--- src/design/msp_pkg.sv ---
`default_nettype none
package msp_pkg;

  localparam int MAX_SPHERES_DEF = 16;
  localparam int FRAC_BITS = 16;
  localparam int PROD_W = 66;
  localparam int DOT_W = 66 - FRAC_BITS;
  localparam int DIV_W = 32 + FRAC_BITS;
  localparam int DIV_STEPS = DIV_W;
  localparam int SQRT_STEPS = 32;
  localparam int CNT_W = 6;
  localparam int ENTRY_W = 3 * 32 + 31;

  typedef enum logic [1:0] {
    KIND_LOAD  = 2'd0,
    KIND_QNORM = 2'd1,
    KIND_QUNIT = 2'd2,
    KIND_NONE  = 2'd3
  } kind_t;

  typedef enum logic [2:0] {
    CFG_SPHERE_COUNT = 3'd0,
    CFG_MARGIN       = 3'd1,
    CFG_SCALE_X      = 3'd2,
    CFG_SCALE_Y      = 3'd3,
    CFG_SCALE_Z      = 3'd4
  } cfg_idx_t;

  typedef enum logic [4:0] {
    OP_NONE,
    OP_STORE,
    OP_SQ_MUL,
    OP_SQ_WR,
    OP_UNIT,
    OP_SQRT_INIT,
    OP_SQRT_STEP,
    OP_DIV_INIT,
    OP_DIV_STEP,
    OP_DIV_END,
    OP_T_MUL,
    OP_T_WR,
    OP_M_MUL,
    OP_M_WR,
    OP_FETCH,
    OP_R_MUL,
    OP_V_WR,
    OP_DOT_MUL,
    OP_DOT_WR,
    OP_CMP,
    OP_OUT
  } op_t;

  typedef struct packed {
    op_t        op;
    logic [1:0] k;
  } cmd_t;

  typedef struct packed {
    logic ls_zero;
    logic n_zero;
    logic last;
  } status_t;

  typedef struct packed {
    logic [1:0]         kind;
    logic [3:0]         sphere_index;
    logic signed [31:0] centre_x;
    logic signed [31:0] centre_y;
    logic signed [31:0] centre_z;
    logic [30:0]        sphere_radius;
    logic signed [31:0] dir_x;
    logic signed [31:0] dir_y;
    logic signed [31:0] dir_z;
  } in_item_t;

  typedef struct packed {
    logic signed [31:0] support_x;
    logic signed [31:0] support_y;
    logic signed [31:0] support_z;
    logic               found;
  } out_item_t;

  function automatic logic signed [31:0] sat32(input logic signed [PROD_W-1:0] x);
    logic signed [31:0] r;
    if (&x[PROD_W-1:31] || ~|x[PROD_W-1:31]) begin
      r = x[31:0];
    end else if (x[PROD_W-1]) begin
      r = 32'sh8000_0000;
    end else begin
      r = 32'sh7fff_ffff;
    end
    return r;
  endfunction

  function automatic logic [31:0] mag32(input logic signed [31:0] v);
    return v[31] ? 32'(-v) : 32'(v);
  endfunction

endpackage
`default_nettype wire

--- src/design/msp_ctrl.sv ---
`default_nettype none
module msp_ctrl (
  input  wire logic             clk,
  input  wire logic             rst_n,
  input  wire logic             accept,
  input  wire logic [1:0]       kind,
  input  wire msp_pkg::status_t status,
  output msp_pkg::cmd_t         cmd,
  output logic                  busy
);
  import msp_pkg::*;

  typedef enum logic [3:0] {
    S_IDLE,
    S_STORE,
    S_SQ_MUL,
    S_SQ_WR,
    S_LEN_CHK,
    S_UNIT,
    S_SQRT_INIT,
    S_SQRT,
    S_DIV_INIT,
    S_DIV,
    S_DIV_END,
    S_PREP_MUL,
    S_PREP_WR,
    S_SPH_MUL,
    S_SPH_WR,
    S_CMP
  } state_t;

  state_t           state_r, state_nxt;
  cmd_t             cmd_r, cmd_nxt;
  logic             busy_r, busy_nxt;
  logic [1:0]       k_r, k_nxt;
  logic [2:0]       ph_r, ph_nxt;
  logic [CNT_W-1:0] cnt_r, cnt_nxt;

  function automatic logic [1:0] ph_comp(input logic [2:0] ph);
    return (ph < 3'd3) ? ph[1:0] : 2'(ph - 3'd3);
  endfunction

  always_comb begin
    state_nxt   = state_r;
    k_nxt       = k_r;
    ph_nxt      = ph_r;
    cnt_nxt     = cnt_r;
    cmd_nxt.op  = OP_NONE;
    cmd_nxt.k   = 2'd0;
    unique case (state_r)
      S_IDLE: begin
        if (accept) begin
          unique case (kind_t'(kind))
            KIND_LOAD: begin
              state_nxt  = S_STORE;
              cmd_nxt.op = OP_STORE;
            end
            KIND_QNORM: begin
              state_nxt  = S_SQ_MUL;
              k_nxt      = 2'd0;
              cmd_nxt.op = OP_SQ_MUL;
            end
            KIND_QUNIT: begin
              state_nxt  = S_PREP_MUL;
              ph_nxt     = 3'd0;
              cmd_nxt.op = OP_T_MUL;
            end
            default: state_nxt = S_IDLE;
          endcase
        end
      end
      S_STORE: state_nxt = S_IDLE;
      S_SQ_MUL: begin
        state_nxt  = S_SQ_WR;
        cmd_nxt.op = OP_SQ_WR;
        cmd_nxt.k  = k_r;
      end
      S_SQ_WR: begin
        if (k_r != 2'd2) begin
          state_nxt  = S_SQ_MUL;
          k_nxt      = k_r + 2'd1;
          cmd_nxt.op = OP_SQ_MUL;
          cmd_nxt.k  = k_r + 2'd1;
        end else begin
          state_nxt = S_LEN_CHK;
        end
      end
      S_LEN_CHK: begin
        if (status.ls_zero) begin
          state_nxt  = S_UNIT;
          cmd_nxt.op = OP_UNIT;
        end else begin
          state_nxt  = S_SQRT_INIT;
          cmd_nxt.op = OP_SQRT_INIT;
        end
      end
      S_UNIT: begin
        state_nxt  = S_PREP_MUL;
        ph_nxt     = 3'd0;
        cmd_nxt.op = OP_T_MUL;
      end
      S_SQRT_INIT: begin
        state_nxt  = S_SQRT;
        cnt_nxt    = '0;
        cmd_nxt.op = OP_SQRT_STEP;
      end
      S_SQRT: begin
        if (cnt_r == CNT_W'(SQRT_STEPS - 1)) begin
          state_nxt  = S_DIV_INIT;
          k_nxt      = 2'd0;
          cmd_nxt.op = OP_DIV_INIT;
        end else begin
          cnt_nxt    = cnt_r + 1'b1;
          cmd_nxt.op = OP_SQRT_STEP;
        end
      end
      S_DIV_INIT: begin
        state_nxt  = S_DIV;
        cnt_nxt    = '0;
        cmd_nxt.op = OP_DIV_STEP;
        cmd_nxt.k  = k_r;
      end
      S_DIV: begin
        cmd_nxt.k = k_r;
        if (cnt_r == CNT_W'(DIV_STEPS - 1)) begin
          state_nxt  = S_DIV_END;
          cmd_nxt.op = OP_DIV_END;
        end else begin
          cnt_nxt    = cnt_r + 1'b1;
          cmd_nxt.op = OP_DIV_STEP;
        end
      end
      S_DIV_END: begin
        if (k_r != 2'd2) begin
          state_nxt  = S_DIV_INIT;
          k_nxt      = k_r + 2'd1;
          cmd_nxt.op = OP_DIV_INIT;
          cmd_nxt.k  = k_r + 2'd1;
        end else begin
          state_nxt  = S_PREP_MUL;
          ph_nxt     = 3'd0;
          cmd_nxt.op = OP_T_MUL;
        end
      end
      S_PREP_MUL: begin
        state_nxt  = S_PREP_WR;
        cmd_nxt.op = (ph_r < 3'd3) ? OP_T_WR : OP_M_WR;
        cmd_nxt.k  = ph_comp(ph_r);
      end
      S_PREP_WR: begin
        if (ph_r != 3'd5) begin
          state_nxt  = S_PREP_MUL;
          ph_nxt     = ph_r + 3'd1;
          cmd_nxt.op = (ph_r + 3'd1 < 3'd3) ? OP_T_MUL : OP_M_MUL;
          cmd_nxt.k  = ph_comp(ph_r + 3'd1);
        end else if (status.n_zero) begin
          state_nxt  = S_IDLE;
          cmd_nxt.op = OP_OUT;
        end else begin
          state_nxt  = S_SPH_MUL;
          ph_nxt     = 3'd0;
          cmd_nxt.op = OP_FETCH;
        end
      end
      S_SPH_MUL: begin
        if (cmd_r.op == OP_FETCH) begin
          cmd_nxt.op = OP_R_MUL;
          cmd_nxt.k  = 2'd0;
        end else begin
          state_nxt  = S_SPH_WR;
          cmd_nxt.op = (ph_r < 3'd3) ? OP_V_WR : OP_DOT_WR;
          cmd_nxt.k  = ph_comp(ph_r);
        end
      end
      S_SPH_WR: begin
        if (ph_r != 3'd5) begin
          state_nxt  = S_SPH_MUL;
          ph_nxt     = ph_r + 3'd1;
          cmd_nxt.op = (ph_r + 3'd1 < 3'd3) ? OP_R_MUL : OP_DOT_MUL;
          cmd_nxt.k  = ph_comp(ph_r + 3'd1);
        end else begin
          state_nxt  = S_CMP;
          cmd_nxt.op = OP_CMP;
        end
      end
      S_CMP: begin
        if (status.last) begin
          state_nxt  = S_IDLE;
          cmd_nxt.op = OP_OUT;
        end else begin
          state_nxt  = S_SPH_MUL;
          ph_nxt     = 3'd0;
          cmd_nxt.op = OP_FETCH;
        end
      end
      default: state_nxt = S_IDLE;
    endcase
    busy_nxt = (state_nxt != S_IDLE) || (cmd_nxt.op == OP_OUT);
  end

  always_ff @(posedge clk) begin
    if (!rst_n) begin
      state_r    <= S_IDLE;
      cmd_r.op   <= OP_NONE;
      cmd_r.k    <= 2'd0;
      busy_r     <= 1'b0;
      k_r        <= 2'd0;
      ph_r       <= 3'd0;
      cnt_r      <= '0;
    end else begin
      state_r <= state_nxt;
      cmd_r   <= cmd_nxt;
      busy_r  <= busy_nxt;
      k_r     <= k_nxt;
      ph_r    <= ph_nxt;
      cnt_r   <= cnt_nxt;
    end
  end

  assign cmd  = cmd_r;
  assign busy = busy_r;

  a_out_then_idle: assert property (@(posedge clk) disable iff (!rst_n)
    cmd_r.op == OP_OUT |=> !busy_r)
    else $error("result op not followed by idle");

  a_cmp_in_state: assert property (@(posedge clk) disable iff (!rst_n)
    cmd_r.op == OP_CMP |-> state_r == S_CMP)
    else $error("compare op outside compare state");

  a_comp_range: assert property (@(posedge clk) disable iff (!rst_n)
    cmd_r.k != 2'd3)
    else $error("component index out of range");

  a_busy_work: assert property (@(posedge clk) disable iff (!rst_n)
    (state_r != S_IDLE) |-> busy_r)
    else $error("busy low while working");

endmodule
`default_nettype wire

--- config.mk ---
export PLATFORM = sky130hd
export DESIGN_NAME = msp_ctrl
export DESIGN_NICKNAME = d
export VERILOG_FILES = /design/src/design/msp_pkg.sv /design/src/design/msp_ctrl.sv
export SDC_FILE = /design/constraint.sdc
export NUM_CORES = 1
export LEC_CHECK = 0
export ABC_AREA = 1
export BUFFER_PORTS_ARGS = -buffer_cell sky130_fd_sc_hd__buf_2
export CORE_ASPECT_RATIO = 0.7
export CORE_MARGIN = 2
export CORE_UTILIZATION = 25
export DETAILED_ROUTE_END_ITERATION = 10
export PLACE_DENSITY_LB_ADDON = 0.08
export RECOVER_POWER = 100
export SLEW_MARGIN = 30
export SYNTH_ARGS = -nofsm -noshare
export SYNTH_HDL_FRONTEND = slang
export SYNTH_SLANG_ARGS = --single-unit
export TNS_END_PERCENT = 50
--- constraint.sdc ---
create_clock -name clk -period 3.02 [get_ports clk]
set_input_delay 0 -clock clk [delete_from_list [all_inputs] [get_ports clk]]
set_output_delay 0 -clock clk [all_outputs]
set_load 0.02 [all_outputs]
[Yosys cells after proc, flatten, opt, wreduce, memory -nomap -nowiden]
Cells that the tools add are included.
Operators by class
  add/sub/neg operators: 5
  order comparisons: 2
  equality and inequality tests: 34
  mux-type cells: 51
  reduce and logical (&&, ||, !) cells: 14
Operators with widths (count)
  case mux 5 bit (15 select lines): 1
  case mux 4 bit (16 select lines): 1
  two-way mux 4 bit: 10
  == test 4 bit, second input constant: 8
  two-way mux 3 bit: 10
  two-way mux 5 bit: 5
  two-way mux 2 bit: 12
  case mux 4 bit (3 select lines): 2
  case mux 3 bit (6 select lines): 1
  case mux 6 bit (3 select lines): 1
  == test 4 x 3 -> 1 bit, second input constant: 4
  != test 2 bit, second input constant: 8
  two-way mux 6 bit: 2
  case mux 2 bit (6 select lines): 1
  == test 4 x 2 -> 1 bit, second input constant: 2
  two-way mux 7 bit: 1
  AND reduction 7 bit: 1
  adder 6 x 1 -> 6 bit, second input constant: 1
  == test 6 x 5 -> 1 bit, second input constant: 1
  == test 6 bit, second input constant: 1
  less-than comparator 3 x 2 -> 1 bit, second input constant: 2
  != test 2 x 1 -> 1 bit, second input constant: 3
  != test 3 bit, second input constant: 2
  case mux 2 bit (3 select lines): 1
  19 further kinds: 25
Storage, ports and cells
  register bits: 23
  bits of input ports: 8
  output and inout port bits: 8
  logic and storage cells: 113

[Depth between registers and ports, before layout]
Gate-level depths: netlist of run 1.
  word-level depth: 7
  mapped depth: 13
  mapped depth without buffers: 13

[Least setup slack after synthesis of run 1]
OpenSTA, ideal clock, no wires.
  kind: flip-flop to flip-flop
  start: register ph_r[0]
  end: register busy_r, in the netlist busy
  library setup time: 0.110 ns
  data arrival time: 1.329 ns
  slack: 1.582 ns
  stages on the path, launching flop included: 13
  path buffers: 0
  clock period less this slack: 1.438 ns
  cell sequence: dfxtp_1 > ha_1 > nand2_1 > nor2_1 > nor2_1 > nor2_1 > nand3_1 > nor2_1 > nand2_1 > nor2_1 > nand3_1 > nand2_1 > inv_1
Between the ends
  cells in the longest elaborated chain, start to end: 7
Ends and longest elaborated chain
  start: declaration: line msp_ctrl.sv:36  | logic [2:0] ph_r, ph_nxt;
  start signal: assignment: line msp_ctrl.sv:215  | ph_r <= ph_nxt;
  adder 3 x 1 -> 3 bit: line msp_ctrl.sv:154, msp_ctrl.sv:179
  less-than comparator 3 x 2 -> 1 bit: line msp_ctrl.sv:154, msp_ctrl.sv:179
  two-way mux 5 bit or two-way mux 3 bit (tied branches): line msp_ctrl.sv:179, msp_ctrl.sv:154
  two-way mux 5 bit (on tied branches): line msp_ctrl.sv:176, msp_ctrl.sv:151
  case mux 5 bit (15 select lines): line msp_ctrl.sv:50  | unique case (state_r)
  == test 5 bit: line msp_ctrl.sv:198  | busy_nxt = (state_nxt != S_IDLE) || (cmd_nxt.op == OP_OUT);
  logical OR 1 bit *: line msp_ctrl.sv:198
  end signal: assignment: line msp_ctrl.sv:213  | busy_r <= busy_nxt;
  end: declaration: line msp_ctrl.sv:34  | logic busy_r, busy_nxt;
Mark *: on every way between the ends. The rest lies on a longest branch, timed or not.
A chain may end at the register's enable or synchronous reset.

[Worst setup path after layout of run 1]
  start: register state_r[2]
  end: register cnt_r[3]
Between the ends
  cells in the longest elaborated chain, start to end: 4
Ends and longest elaborated chain
  start: declaration: line msp_ctrl.sv:32  | state_t state_r, state_nxt;
  start signal: assignment: line msp_ctrl.sv:211  | state_r <= state_nxt;
  == test 4 bit or == test 4 x 3 -> 1 bit (tied branches): line msp_ctrl.sv:50
  OR reduction 2 bit (no line)
  nonzero test 3 bit (no line)
  AND reduction 3 bit (no line)
  end signal: assignment: line msp_ctrl.sv:216  | cnt_r <= cnt_nxt;
  end: declaration: line msp_ctrl.sv:37  | logic [CNT_W-1:0] cnt_r, cnt_nxt;
Several ways; a longest one is shown, not always the timed one.

==> report_table.html, run 1 <==
<table>
<tr><th>Metric</th><th>Value</th></tr>
<tr><th colspan="2">Timing</th></tr>
<tr><td>Count of final setup violators</td><td>0</td></tr>
<tr><td>Fin. Hold Viols</td><td>0</td></tr>
<tr><td>RSZ-0062 raised after global routing</td><td>no</td></tr>
<tr><td>Max Freq</td><td>449 MHz</td></tr>
<tr><td>Share of the clock period used by the worst path</td><td>73.8%</td></tr>
<tr><td>Worst relative slew slack</td><td>55.0%</td></tr>
<tr><td>Final slew viol count</td><td>0</td></tr>
<tr><td>Worst-Margin Slew</td><td>0.668 ns</td></tr>
<tr><td>Final Critical Period</td><td>2.23 ns</td></tr>
<tr><td>Summed negative setup slack over all endpoints</td><td>0 ns</td></tr>
<tr><td>Skew final</td><td>0.00558 ns</td></tr>
<tr><th colspan="2">Global routing</th></tr>
<tr><td>Wire length of the first global-routing pass</td><td>8210 µm</td></tr>
<tr><td>Via count of the first global-routing pass</td><td>1635</td></tr>
<tr><td>Total global routing overflow</td><td>0</td></tr>
<tr><td>Global-route total usage across every layer</td><td>14.3%</td></tr>
<tr><td>Number of antenna violations at the first check in global routing</td><td>0</td></tr>
<tr><td>Maximum number of pins on one net before global-route repair</td><td>14</td></tr>
<tr><th colspan="2">Synth</th></tr>
<tr><td>Synth Register Bits</td><td>23</td></tr>
<tr><td>Yosys top cell by area</td><td>dfxtp_1</td></tr>
<tr><td>Sequential cell area fraction in the yosys report</td><td>27.8%</td></tr>
<tr><td>Count of synthesis-stage warnings from yosys</td><td>0</td></tr>
<tr><td>Top cell type's share of synthesized area</td><td>27.8%</td></tr>
<tr><td>Synthesized Nets</td><td>291</td></tr>
<tr><td>Ranking of synthesized cells by area</td><td>dfxtp_1 (28%), nand2_1 (13%), nor2_1 (11%), inv_1 (8.6%), nand3_1 (7.5%)</td></tr>
<tr><td>Cell count after synthesis</td><td>274</td></tr>
<tr><td>Number of distinct library cells after synthesis</td><td>28</td></tr>
<tr><td>Cell Area, Synth</td><td>0.00166 mm²</td></tr>
<tr><td>Mean Syn Cell Area</td><td>6.06 µm²</td></tr>
<tr><th colspan="2">Floorplan</th></tr>
<tr><td>Top-Level Pins</td><td>16</td></tr>
<tr><td>Die Footprint</td><td>0.00731 mm²</td></tr>
<tr><td>Starting Density</td><td>26.2%</td></tr>
<tr><td>Height of the die</td><td>72.2 µm</td></tr>
<tr><td>Die width</td><td>101 µm</td></tr>
<tr><td>Num rows</td><td>24</td></tr>
<tr><td>Core Footprint</td><td>0.00634 mm²</td></tr>
<tr><th colspan="2">Worst setup path</th></tr>
<tr><td>Start point of the critical path</td><td>state_r[2]</td></tr>
<tr><td>Worst Setup Path Type</td><td>flop to flop</td></tr>
<tr><td>R2r startpoint</td><td>state_r[2]</td></tr>
<tr><td>Worst-case reg-to-reg path depth</td><td>8</td></tr>
<tr><td>Setup crit end kind</td><td>flop</td></tr>
<tr><td>Reg2Reg Capture Point</td><td>cnt_r[3]</td></tr>
<tr><td>Endpoint of the most critical setup path</td><td>cnt_r[3]</td></tr>
<tr><td>Required time of the critical path</td><td>3.20 ns</td></tr>
<tr><td>CP max FO</td><td>9</td></tr>
<tr><td>Crit path arrival time</td><td>2.41 ns</td></tr>
<tr><td>Setup slack, reg-to-reg</td><td>0.79 ns</td></tr>
<tr><td>Crit path launch type</td><td>flop</td></tr>
<tr><th colspan="2">Pwr</th></tr>
<tr><td>Internal Dissipation</td><td>0.000496 W</td></tr>
<tr><td>Power spent charging and discharging nets</td><td>0.000300 W</td></tr>
<tr><td>Power density over cell area</td><td>429 mW/mm²</td></tr>
<tr><td>Share of power burned in combinational logic</td><td>29.3%</td></tr>
<tr><td>Reported leakage power</td><td>0.917 nW</td></tr>
<tr><td>Worst-case vdd ir drop</td><td>0.208 mV</td></tr>
<tr><td>Overall power consumption</td><td>0.000795 W</td></tr>
<tr><td>Relative contribution of sequential cells to total power</td><td>44.8%</td></tr>
<tr><td>Sw Ratio</td><td>37.7%</td></tr>
<tr><td>Part of the power in the clock network</td><td>25.9%</td></tr>
<tr><th colspan="2">CTS</th></tr>
<tr><td>Insertion delay of the later-clocked pin in the worst-skew pair</td><td>0.28 ns</td></tr>
<tr><td>Maximum count of clock buffers along a single path</td><td>2</td></tr>
<tr><td>Total of cells resized after clock tree synthesis</td><td>0</td></tr>
<tr><td>Number of buffers inserted by post-CTS setup repair</td><td>0</td></tr>
<tr><td>H-tree levels</td><td>1</td></tr>
<tr><td>Sink Count</td><td>23</td></tr>
<tr><td>Number of buffers inserted during clock tree synthesis</td><td>3</td></tr>
<tr><td>Number of hold buffers added after CTS</td><td>0</td></tr>
<tr><td>Buffer cell driving the clock tree root</td><td>clkbuf_8</td></tr>
<tr><td>CTS tree</td><td>done</td></tr>
<tr><td>Clock slew at reported path FFs</td><td>0.09 ns</td></tr>
<tr><th colspan="2">Placement</th></tr>
<tr><td>Count of buffers from port buffering</td><td>15</td></tr>
<tr><td>DP HPWL</td><td>3960 µm</td></tr>
<tr><td>Final weighted congestion of routability-driven global placement</td><td>0.914</td></tr>
<tr><td>Cell Count Post-Placement</td><td>377</td></tr>
<tr><th colspan="2">Routing</th></tr>
<tr><td>Violation count after the first detailed-routing iteration</td><td>241</td></tr>
<tr><td>Antenna-violating nets left</td><td>0</td></tr>
<tr><td>Total routed wirelength</td><td>5010 µm</td></tr>
<tr><td>Routed via count</td><td>1785</td></tr>
<tr><td>Number of vias per cell</td><td>4.69</td></tr>
<tr><td>DRC</td><td>0</td></tr>
<tr><td>First-pass iteration count of the detailed router</td><td>4</td></tr>
<tr><td>Routed length per instance</td><td>13.2 µm</td></tr>
<tr><th colspan="2">Layout</th></tr>
<tr><td>Highest-count cells in the layout ignoring fill and taps</td><td>nand2_1 (59), nor2_1 (51), inv_1 (39)</td></tr>
<tr><td>Number of filler instances in the final layout</td><td>725</td></tr>
<tr><td>Layout area overhead</td><td>11.7%</td></tr>
<tr><td>Storage element area</td><td>460 µm²</td></tr>
<tr><td>Number of antenna cells inserted</td><td>0</td></tr>
<tr><td>Fraction of layout cells with a size suffix above 1</td><td>5.52%</td></tr>
<tr><td>Commonest non-fill, non-tap cell in the layout</td><td>nand2_1</td></tr>
<tr><td>Number of nets in the layout</td><td>308</td></tr>
<tr><td>Number of standard cells in the layout, taps in and fillers out</td><td>381</td></tr>
<tr><td>Area taken by multi-input logic gates</td><td>0.00101 mm²</td></tr>
<tr><th colspan="2">Hold path</th></tr>
<tr><td>Path category of the worst min-delay check</td><td>input port to flop</td></tr>
<tr><td>WHS Path Cells</td><td>3</td></tr>
<tr><th colspan="2">Flow run</th></tr>
<tr><td>MaxCap Viol Count</td><td>0</td></tr>
<tr><th colspan="2">Run status</th></tr>
<tr><td>Run status</td><td>completed</td></tr>
</table>
==> how the worst min path moves through the flow <==
stage / to / start
finish: busy / rst_n
global route: busy / rst_n
CTS: busy / rst_n
detailed placement: busy / rst_n
global placement: busy / rst_n
floorplan: state_r[0] / kind[0]
==> power groups by stage <==
stage | Clock (W) | Sequential [W] | Combinational, W
6_report | 0.000206 | 0.000356 | 0.000233
4_1_cts | 0.000214 | 0.000356 | 0.000237
3_3_place_gp | 0 | 0.000364 | 0.000246
2_1_floorplan | 0 | 0.000367 | 0.000166
3_5_place_dp | 0 | 0.000363 | 0.000236
5_1_grt | 0.000224 | 0.000360 | 0.000269
==> state kept, by name, summed over array words and instances (netlist names) <==
| signal | flops |
|---|---|
| cmd | 7 |
| state_r | 4 |
| ph_r | 3 |
| cnt_r | 6 |
| busy | 1 |
| k_r | 2 |
==> metrics by stage <==
step	hold WS (ns)	utilization (%)	setup slack, ns	cell area [µm²]
floorplan	0.255	-	1.58	1660
global placement	0.369	29.0	1.06	1840
detailed placement	0.365	29.0	1.15	1840
CTS	0.0625	29.7	1.14	1880
global route	0.0741	29.2	0.490	1850
finish	0.0459	29.2	0.792	1850
==> cell usage after synthesis (all sizes together) <==
library cell,number
a211oi,4
a21oi,16
a22o,1
a22oi,2
a31oi,2
a41oi,2
buf,1
clkbuf,2
dfxtp,23
ha,9
inv,42
nand2,60
nand3,26
nor2,53
nor3,10
nor4,2
o211ai,2
o21a,1
o21ai,14
o21bai,1
xor2,1
==> kinds of logic after synthesis <==
| kind of cell | after synthesis | synth area share (%) |
|---|---|---|
| flip-flops | 23 | 27.8 |
| adder cells (fa/ha/maj) | 9 | 6.79 |
| buffers and inverters | 45 | 10.3 |
| AND/OR/NAND/NOR | 151 | 38.5 |
| XOR/XNOR | 1 | 0.528 |
| AO/OA/AOI/OAI | 45 | 16.1 |
==> final cells by class <==
type,instances,share of cell area [%]
clock inverters,1,0.270
flip-flops and latches,23,24.8
repair buffers,15,3.51
inverters,42,8.51
multi-input cells,206,54.5
clock buffers,3,2.23
well taps,91,6.14
==> critical path, stage by stage (launching register included) <==
cell and delay (ns):
dfxtp_1 0.43, inv_1 0.08, nor2_1 0.41, nand2_2 0.14, nand2_1 0.10, nand3_1 0.26
o21ai_0 0.50, a21oi_1 0.08, o21a_1 0.12
==> metal layers <==
| layer | GRT usage, % | share of wire, % | vias to the layer above | wire [µm] |
|---|---|---|---|---|
| met1 | 21.5 | 52 | 791 | 2610 |
| met2 | 19.6 | 37 | 70 | 1860 |
| li1 | - | - | 918 | - |
| met5 | 0 | 0 | - | 0 |
| met4 | 3.15 | 1.2 | 0 | 59 |
| met3 | 4.72 | 9.8 | 6 | 490 |
(Power assumes the default switching activity.)
==> inputs of run 2 (changes only) <==
- ABC_AREA: 1 -> 0
- clock period: 3.02 -> 2.1 ns (I/O delays scaled with it)
==> run 2 against run 1 <==
  * Hold slack improved by 0.039 ns
  * Design area rose by 28%
  * Cell count rose by 1.8%
==> report_table.html, run 2 <==
<table>
<tr><th>Metric</th><th>Value</th></tr>
<tr><th colspan="2">Routing</th></tr>
<tr><td>Routed via count</td><td>1932</td></tr>
<tr><td>Number of vias per cell</td><td>4.98</td></tr>
<tr><td>Met3 wire length</td><td>391 µm</td></tr>
<tr><td>DRC</td><td>0</td></tr>
<tr><td>First-pass iteration count of the detailed router</td><td>4</td></tr>
<tr><td>M1 WL</td><td>3360 µm</td></tr>
<tr><td>Highest layer used for signal routing</td><td>met4</td></tr>
<tr><td>Amount of wire on met2 after detailed routing</td><td>2330 µm</td></tr>
<tr><td>Total routed wirelength</td><td>6150 µm</td></tr>
<tr><td>Routed length per instance</td><td>15.8 µm</td></tr>
<tr><td>Violation count after the first detailed-routing iteration</td><td>114</td></tr>
<tr><td>Antenna-violating nets left</td><td>0</td></tr>
<tr><th colspan="2">Run status</th></tr>
<tr><td>Run status</td><td>completed</td></tr>
<tr><th colspan="2">Synth</th></tr>
<tr><td>Top cell type's share of synthesized area</td><td>24.6%</td></tr>
<tr><td>Synthesized-area fraction occupied by ao, oa, aoi and oai cells</td><td>25.4%</td></tr>
<tr><td>Cell Area, Synth</td><td>0.00187 mm²</td></tr>
<tr><td>Share of cell area taken by muxes after synthesis</td><td>3.87%</td></tr>
<tr><td>Top cells by instance count after synthesis</td><td>dfxtp_1 (23), nand2_1 (22), a21oi_1 (21), nor2_1 (19), o21ai_0 (13)</td></tr>
<tr><td>Leading register cell type out of synthesis</td><td>dfxtp_1</td></tr>
<tr><td>Count of synthesis-stage warnings from yosys</td><td>0</td></tr>
<tr><td>Cell count after synthesis</td><td>249</td></tr>
<tr><td>Post-synthesis share of cell area spent on and, or, nand and nor gates</td><td>30.7%</td></tr>
<tr><td>Sequential cell area fraction in the yosys report</td><td>24.6%</td></tr>
<tr><td>Number of enable-type register cells in the synthesized netlist</td><td>0</td></tr>
<tr><td>Most numerous cell in the Yosys netlist</td><td>dfxtp_1</td></tr>
<tr><td>Share of synthesized registers carrying an async set or reset</td><td>0%</td></tr>
<tr><td>Yosys top cell by area</td><td>dfxtp_1</td></tr>
<tr><td>Mean Syn Cell Area</td><td>7.52 µm²</td></tr>
<tr><td>Synthesized Nets</td><td>266</td></tr>
<tr><td>Synth Register Bits</td><td>23</td></tr>
<tr><td>Number of distinct library cells after synthesis</td><td>58</td></tr>
<tr><td>Area share of xor/xnor cells in the synthesized design</td><td>3.27%</td></tr>
<tr><td>Combinational family with the most area after synthesis</td><td>simple AND/OR/NAND/NOR gates</td></tr>
<tr><td>Post-synthesis adder-cell area fraction</td><td>6.01%</td></tr>
<tr><td>Ranking of synthesized cells by area</td><td>dfxtp_1 (25%), ha_1 (6.0%), a21oi_1 (5.6%), nand2_1 (4.4%), nor2_1 (3.8%)</td></tr>
<tr><th colspan="2">Global routing</th></tr>
<tr><td>Via count of the first global-routing pass</td><td>1760</td></tr>
<tr><td>Global-route total usage across every layer</td><td>15.4%</td></tr>
<tr><td>Number of antenna violations at the first check in global routing</td><td>0</td></tr>
<tr><td>Wire length of the first global-routing pass</td><td>9880 µm</td></tr>
<tr><td>Maximum number of pins on one net before global-route repair</td><td>22</td></tr>
<tr><td>Total global routing overflow</td><td>0</td></tr>
<tr><th colspan="2">Floorplan</th></tr>
<tr><td>Num rows</td><td>26</td></tr>
<tr><td>Starting Density</td><td>25.7%</td></tr>
<tr><td>Height of the die</td><td>76.4 µm</td></tr>
<tr><td>Die width</td><td>107 µm</td></tr>
<tr><td>Top-Level Pins</td><td>16</td></tr>
<tr><td>Core Footprint</td><td>0.00729 mm²</td></tr>
<tr><td>Die Footprint</td><td>0.00821 mm²</td></tr>
<tr><th colspan="2">CTS</th></tr>
<tr><td>Maximum count of clock buffers along a single path</td><td>2</td></tr>
<tr><td>Sink Count</td><td>23</td></tr>
<tr><td>CTS tree</td><td>done</td></tr>
<tr><td>Insertion delay of the later-clocked pin in the worst-skew pair</td><td>0.28 ns</td></tr>
<tr><td>Number of hold buffers added after CTS</td><td>0</td></tr>
<tr><td>Number of buffers inserted during clock tree synthesis</td><td>3</td></tr>
<tr><td>H-tree levels</td><td>1</td></tr>
<tr><td>Clock slew at reported path FFs</td><td>0.10 ns</td></tr>
<tr><td>Buffer cell driving the clock tree root</td><td>clkbuf_8</td></tr>
<tr><th colspan="2">Timing</th></tr>
<tr><td>Summed negative setup slack over all endpoints</td><td>0 ns</td></tr>
<tr><td>Final Critical Period</td><td>2.06 ns</td></tr>
<tr><td>Final slew viol count</td><td>0</td></tr>
<tr><td>Skew final</td><td>0.00197 ns</td></tr>
<tr><td>Share of the clock period used by the worst path</td><td>98.2%</td></tr>
<tr><td>Count of final setup violators</td><td>0</td></tr>
<tr><td>Fin. Hold Viols</td><td>0</td></tr>
<tr><td>Worst-Margin Slew</td><td>0.648 ns</td></tr>
<tr><td>Max Freq</td><td>485 MHz</td></tr>
<tr><td>Worst relative slew slack</td><td>56.3%</td></tr>
<tr><th colspan="2">Layout</th></tr>
<tr><td>Number of standard cells in the layout, taps in and fillers out</td><td>388</td></tr>
<tr><td>Fraction of layout cells with a size suffix above 1</td><td>24.5%</td></tr>
<tr><td>Number of antenna cells inserted</td><td>0</td></tr>
<tr><td>Layout Utilization</td><td>32.5%</td></tr>
<tr><td>Finished layout cell area</td><td>0.00237 mm²</td></tr>
<tr><td>Commonest non-fill, non-tap cell in the layout</td><td>buf_4</td></tr>
<tr><td>Number of nets in the layout</td><td>308</td></tr>
<tr><td>Layout area overhead</td><td>26.3%</td></tr>
<tr><td>Highest-count cells in the layout ignoring fill and taps</td><td>buf_4 (35), nand2_1 (22), a21oi_1 (21)</td></tr>
<tr><td>Flip-flop count of the largest register after layout</td><td>7</td></tr>
<tr><th colspan="2">Worst setup path</th></tr>
<tr><td>Endpoint of the most critical setup path</td><td>busy</td></tr>
<tr><td>Required time of the critical path</td><td>2.27 ns</td></tr>
<tr><td>Setup crit end kind</td><td>flop</td></tr>
<tr><td>Crit path arrival time</td><td>2.23 ns</td></tr>
<tr><td>Start point of the critical path</td><td>cnt_r[0]</td></tr>
<tr><td>Worst stage delay on the critical path</td><td>0.58 ns</td></tr>
<tr><td>R2r startpoint</td><td>cnt_r[0]</td></tr>
<tr><td>Worst Setup Path Type</td><td>flop to flop</td></tr>
<tr><td>Worst-case reg-to-reg path depth</td><td>6</td></tr>
<tr><td>Crit path launch type</td><td>flop</td></tr>
<tr><td>Setup slack, reg-to-reg</td><td>0.04 ns</td></tr>
<tr><td>CP max FO</td><td>4</td></tr>
<tr><td>Reg2Reg Capture Point</td><td>busy</td></tr>
<tr><td>Cell with the largest stage delay on the worst path</td><td>or4_1</td></tr>
<tr><td>Crit path cell chain</td><td>ha_4 -&gt; and3_2 -&gt; nand3_1 -&gt; o22ai_1 -&gt; or4_1 -&gt; o41a_1</td></tr>
<tr><th colspan="2">Pwr</th></tr>
<tr><td>Worst-case vdd ir drop</td><td>0.203 mV</td></tr>
<tr><td>Reported leakage power</td><td>0.855 nW</td></tr>
<tr><td>Overall power consumption</td><td>0.00105 W</td></tr>
<tr><td>Sw Ratio</td><td>33.0%</td></tr>
<tr><td>Part of the power in the clock network</td><td>29.6%</td></tr>
<tr><td>Internal Dissipation</td><td>0.000701 W</td></tr>
<tr><td>Power spent charging and discharging nets</td><td>0.000345 W</td></tr>
<tr><td>Share of power burned in combinational logic</td><td>25.3%</td></tr>
<tr><td>Relative contribution of sequential cells to total power</td><td>45.0%</td></tr>
<tr><td>Power density over cell area</td><td>442 mW/mm²</td></tr>
<tr><th colspan="2">Hold path</th></tr>
<tr><td>Path category of the worst min-delay check</td><td>input port to flop</td></tr>
<tr><th colspan="2">Placement</th></tr>
<tr><td>DP HPWL</td><td>4900 µm</td></tr>
<tr><td>Final weighted congestion of routability-driven global placement</td><td>0.838</td></tr>
<tr><td>Cell Count Post-Placement</td><td>384</td></tr>
<tr><td>Post-Place Cell Area</td><td>0.00228 mm²</td></tr>
<tr><td>Count of buffers from port buffering</td><td>15</td></tr>
<tr><th colspan="2">Flow run</th></tr>
<tr><td>MaxCap Viol Count</td><td>0</td></tr>
</table>
run 2: cell count changes after synthesis, sizes merged, moves of 7 or more:
cell / delta
nand3: -15
a31oi: +7
nand2b: +8
nand2: -38
nor2b: +10
inv: -32
nor2: -34
run 2: repair_timing:
| item | CTS | global route |
|---|---|---|
| endpoints found under the setup margin | 1 | 6 |
| pin swaps | 1 | 3 |
| setup buffers | 0 | 0 |
| gates resized for setup | 3 | 11 |
run 2: logic make-up after synthesis:
| logic type | count (synthesis) |
|---|---|
| AO/OA/AOI/OAI | 73 |
| XOR/XNOR | 7 |
| adder cells (fa/ha/maj) | 9 |
| buffers and inverters | 25 |
| flip-flops | 23 |
| multiplexers | 7 |
| AND/OR/NAND/NOR | 105 |
run 2: critical path: cells and delay by family (launching register included):
| kind | cells | cell delay [ns] |
|---|---|---|
| AO/OA/AOI/OAI | 2 | 0.53 |
| adder cells (fa/ha/maj) | 1 | 0.16 |
| flip-flops | 1 | 0.35 |
| AND/OR/NAND/NOR | 3 | 0.91 |
run 2: final cells by class:
| cell class | count | area, µm² |
|---|---|---|
| Clock buffer | 3 | 41.3 |
| Fill cell | 830 | 4920 |
| Inverter | 10 | 37.5 |
| Tap cell | 98 | 123 |
| Timing Repair Buffer | 52 | 352 |
| Clock inverter | 1 | 7.51 |
| Sequential cell | 23 | 468 |
| Multi-Input combinational cell | 201 | 1340 |
run 2: worst min-delay path by stage:
stage / startpoint / endpoint / slack [ns] / depth (start not counted)
4_1_cts: rst_n / busy / 0.08 / 2
3_3_place_gp: rst_n / busy / 0.39 / 2
3_5_place_dp: rst_n / busy / 0.38 / 2
5_1_grt: rst_n / busy / 0.08 / 2
2_1_floorplan: rst_n / state_r[2] / 0.18 / 2
6_report: rst_n / busy / 0.08 / 2
run 2: layer usage:
layer  up-vias  track usage [%]
met4         0             2.31
met1       892             24.7
met5         -                0
met3         6             2.65
li1        987                -
met2        47             21.2
run 2: per-stage QoR:
| step | hold slack [ns] | setup WS, ns |
|---|---|---|
| after floorplan | 0.184 | 0.0216 |
| after global placement | 0.388 | 0.00759 |
| after CTS | 0.0814 | 0.00617 |
| after detailed placement | 0.382 | -0.000691 |
| after global routing | 0.0826 | -0.00220 |
| final | 0.0850 | 0.0385 |
run 2: power by group through the flow:
| stage | Clock (W) | Combinational (W) | Sequential [W] |
|---|---|---|---|
| after floorplan | 0 | 0.000154 | 0.000481 |
| after global placement | 0 | 0.000265 | 0.000479 |
| after detailed placement | 0 | 0.000259 | 0.000478 |
| after CTS | 0.000323 | 0.000260 | 0.000469 |
| after global routing | 0.000343 | 0.000289 | 0.000474 |
| final | 0.000310 | 0.000265 | 0.000471 |
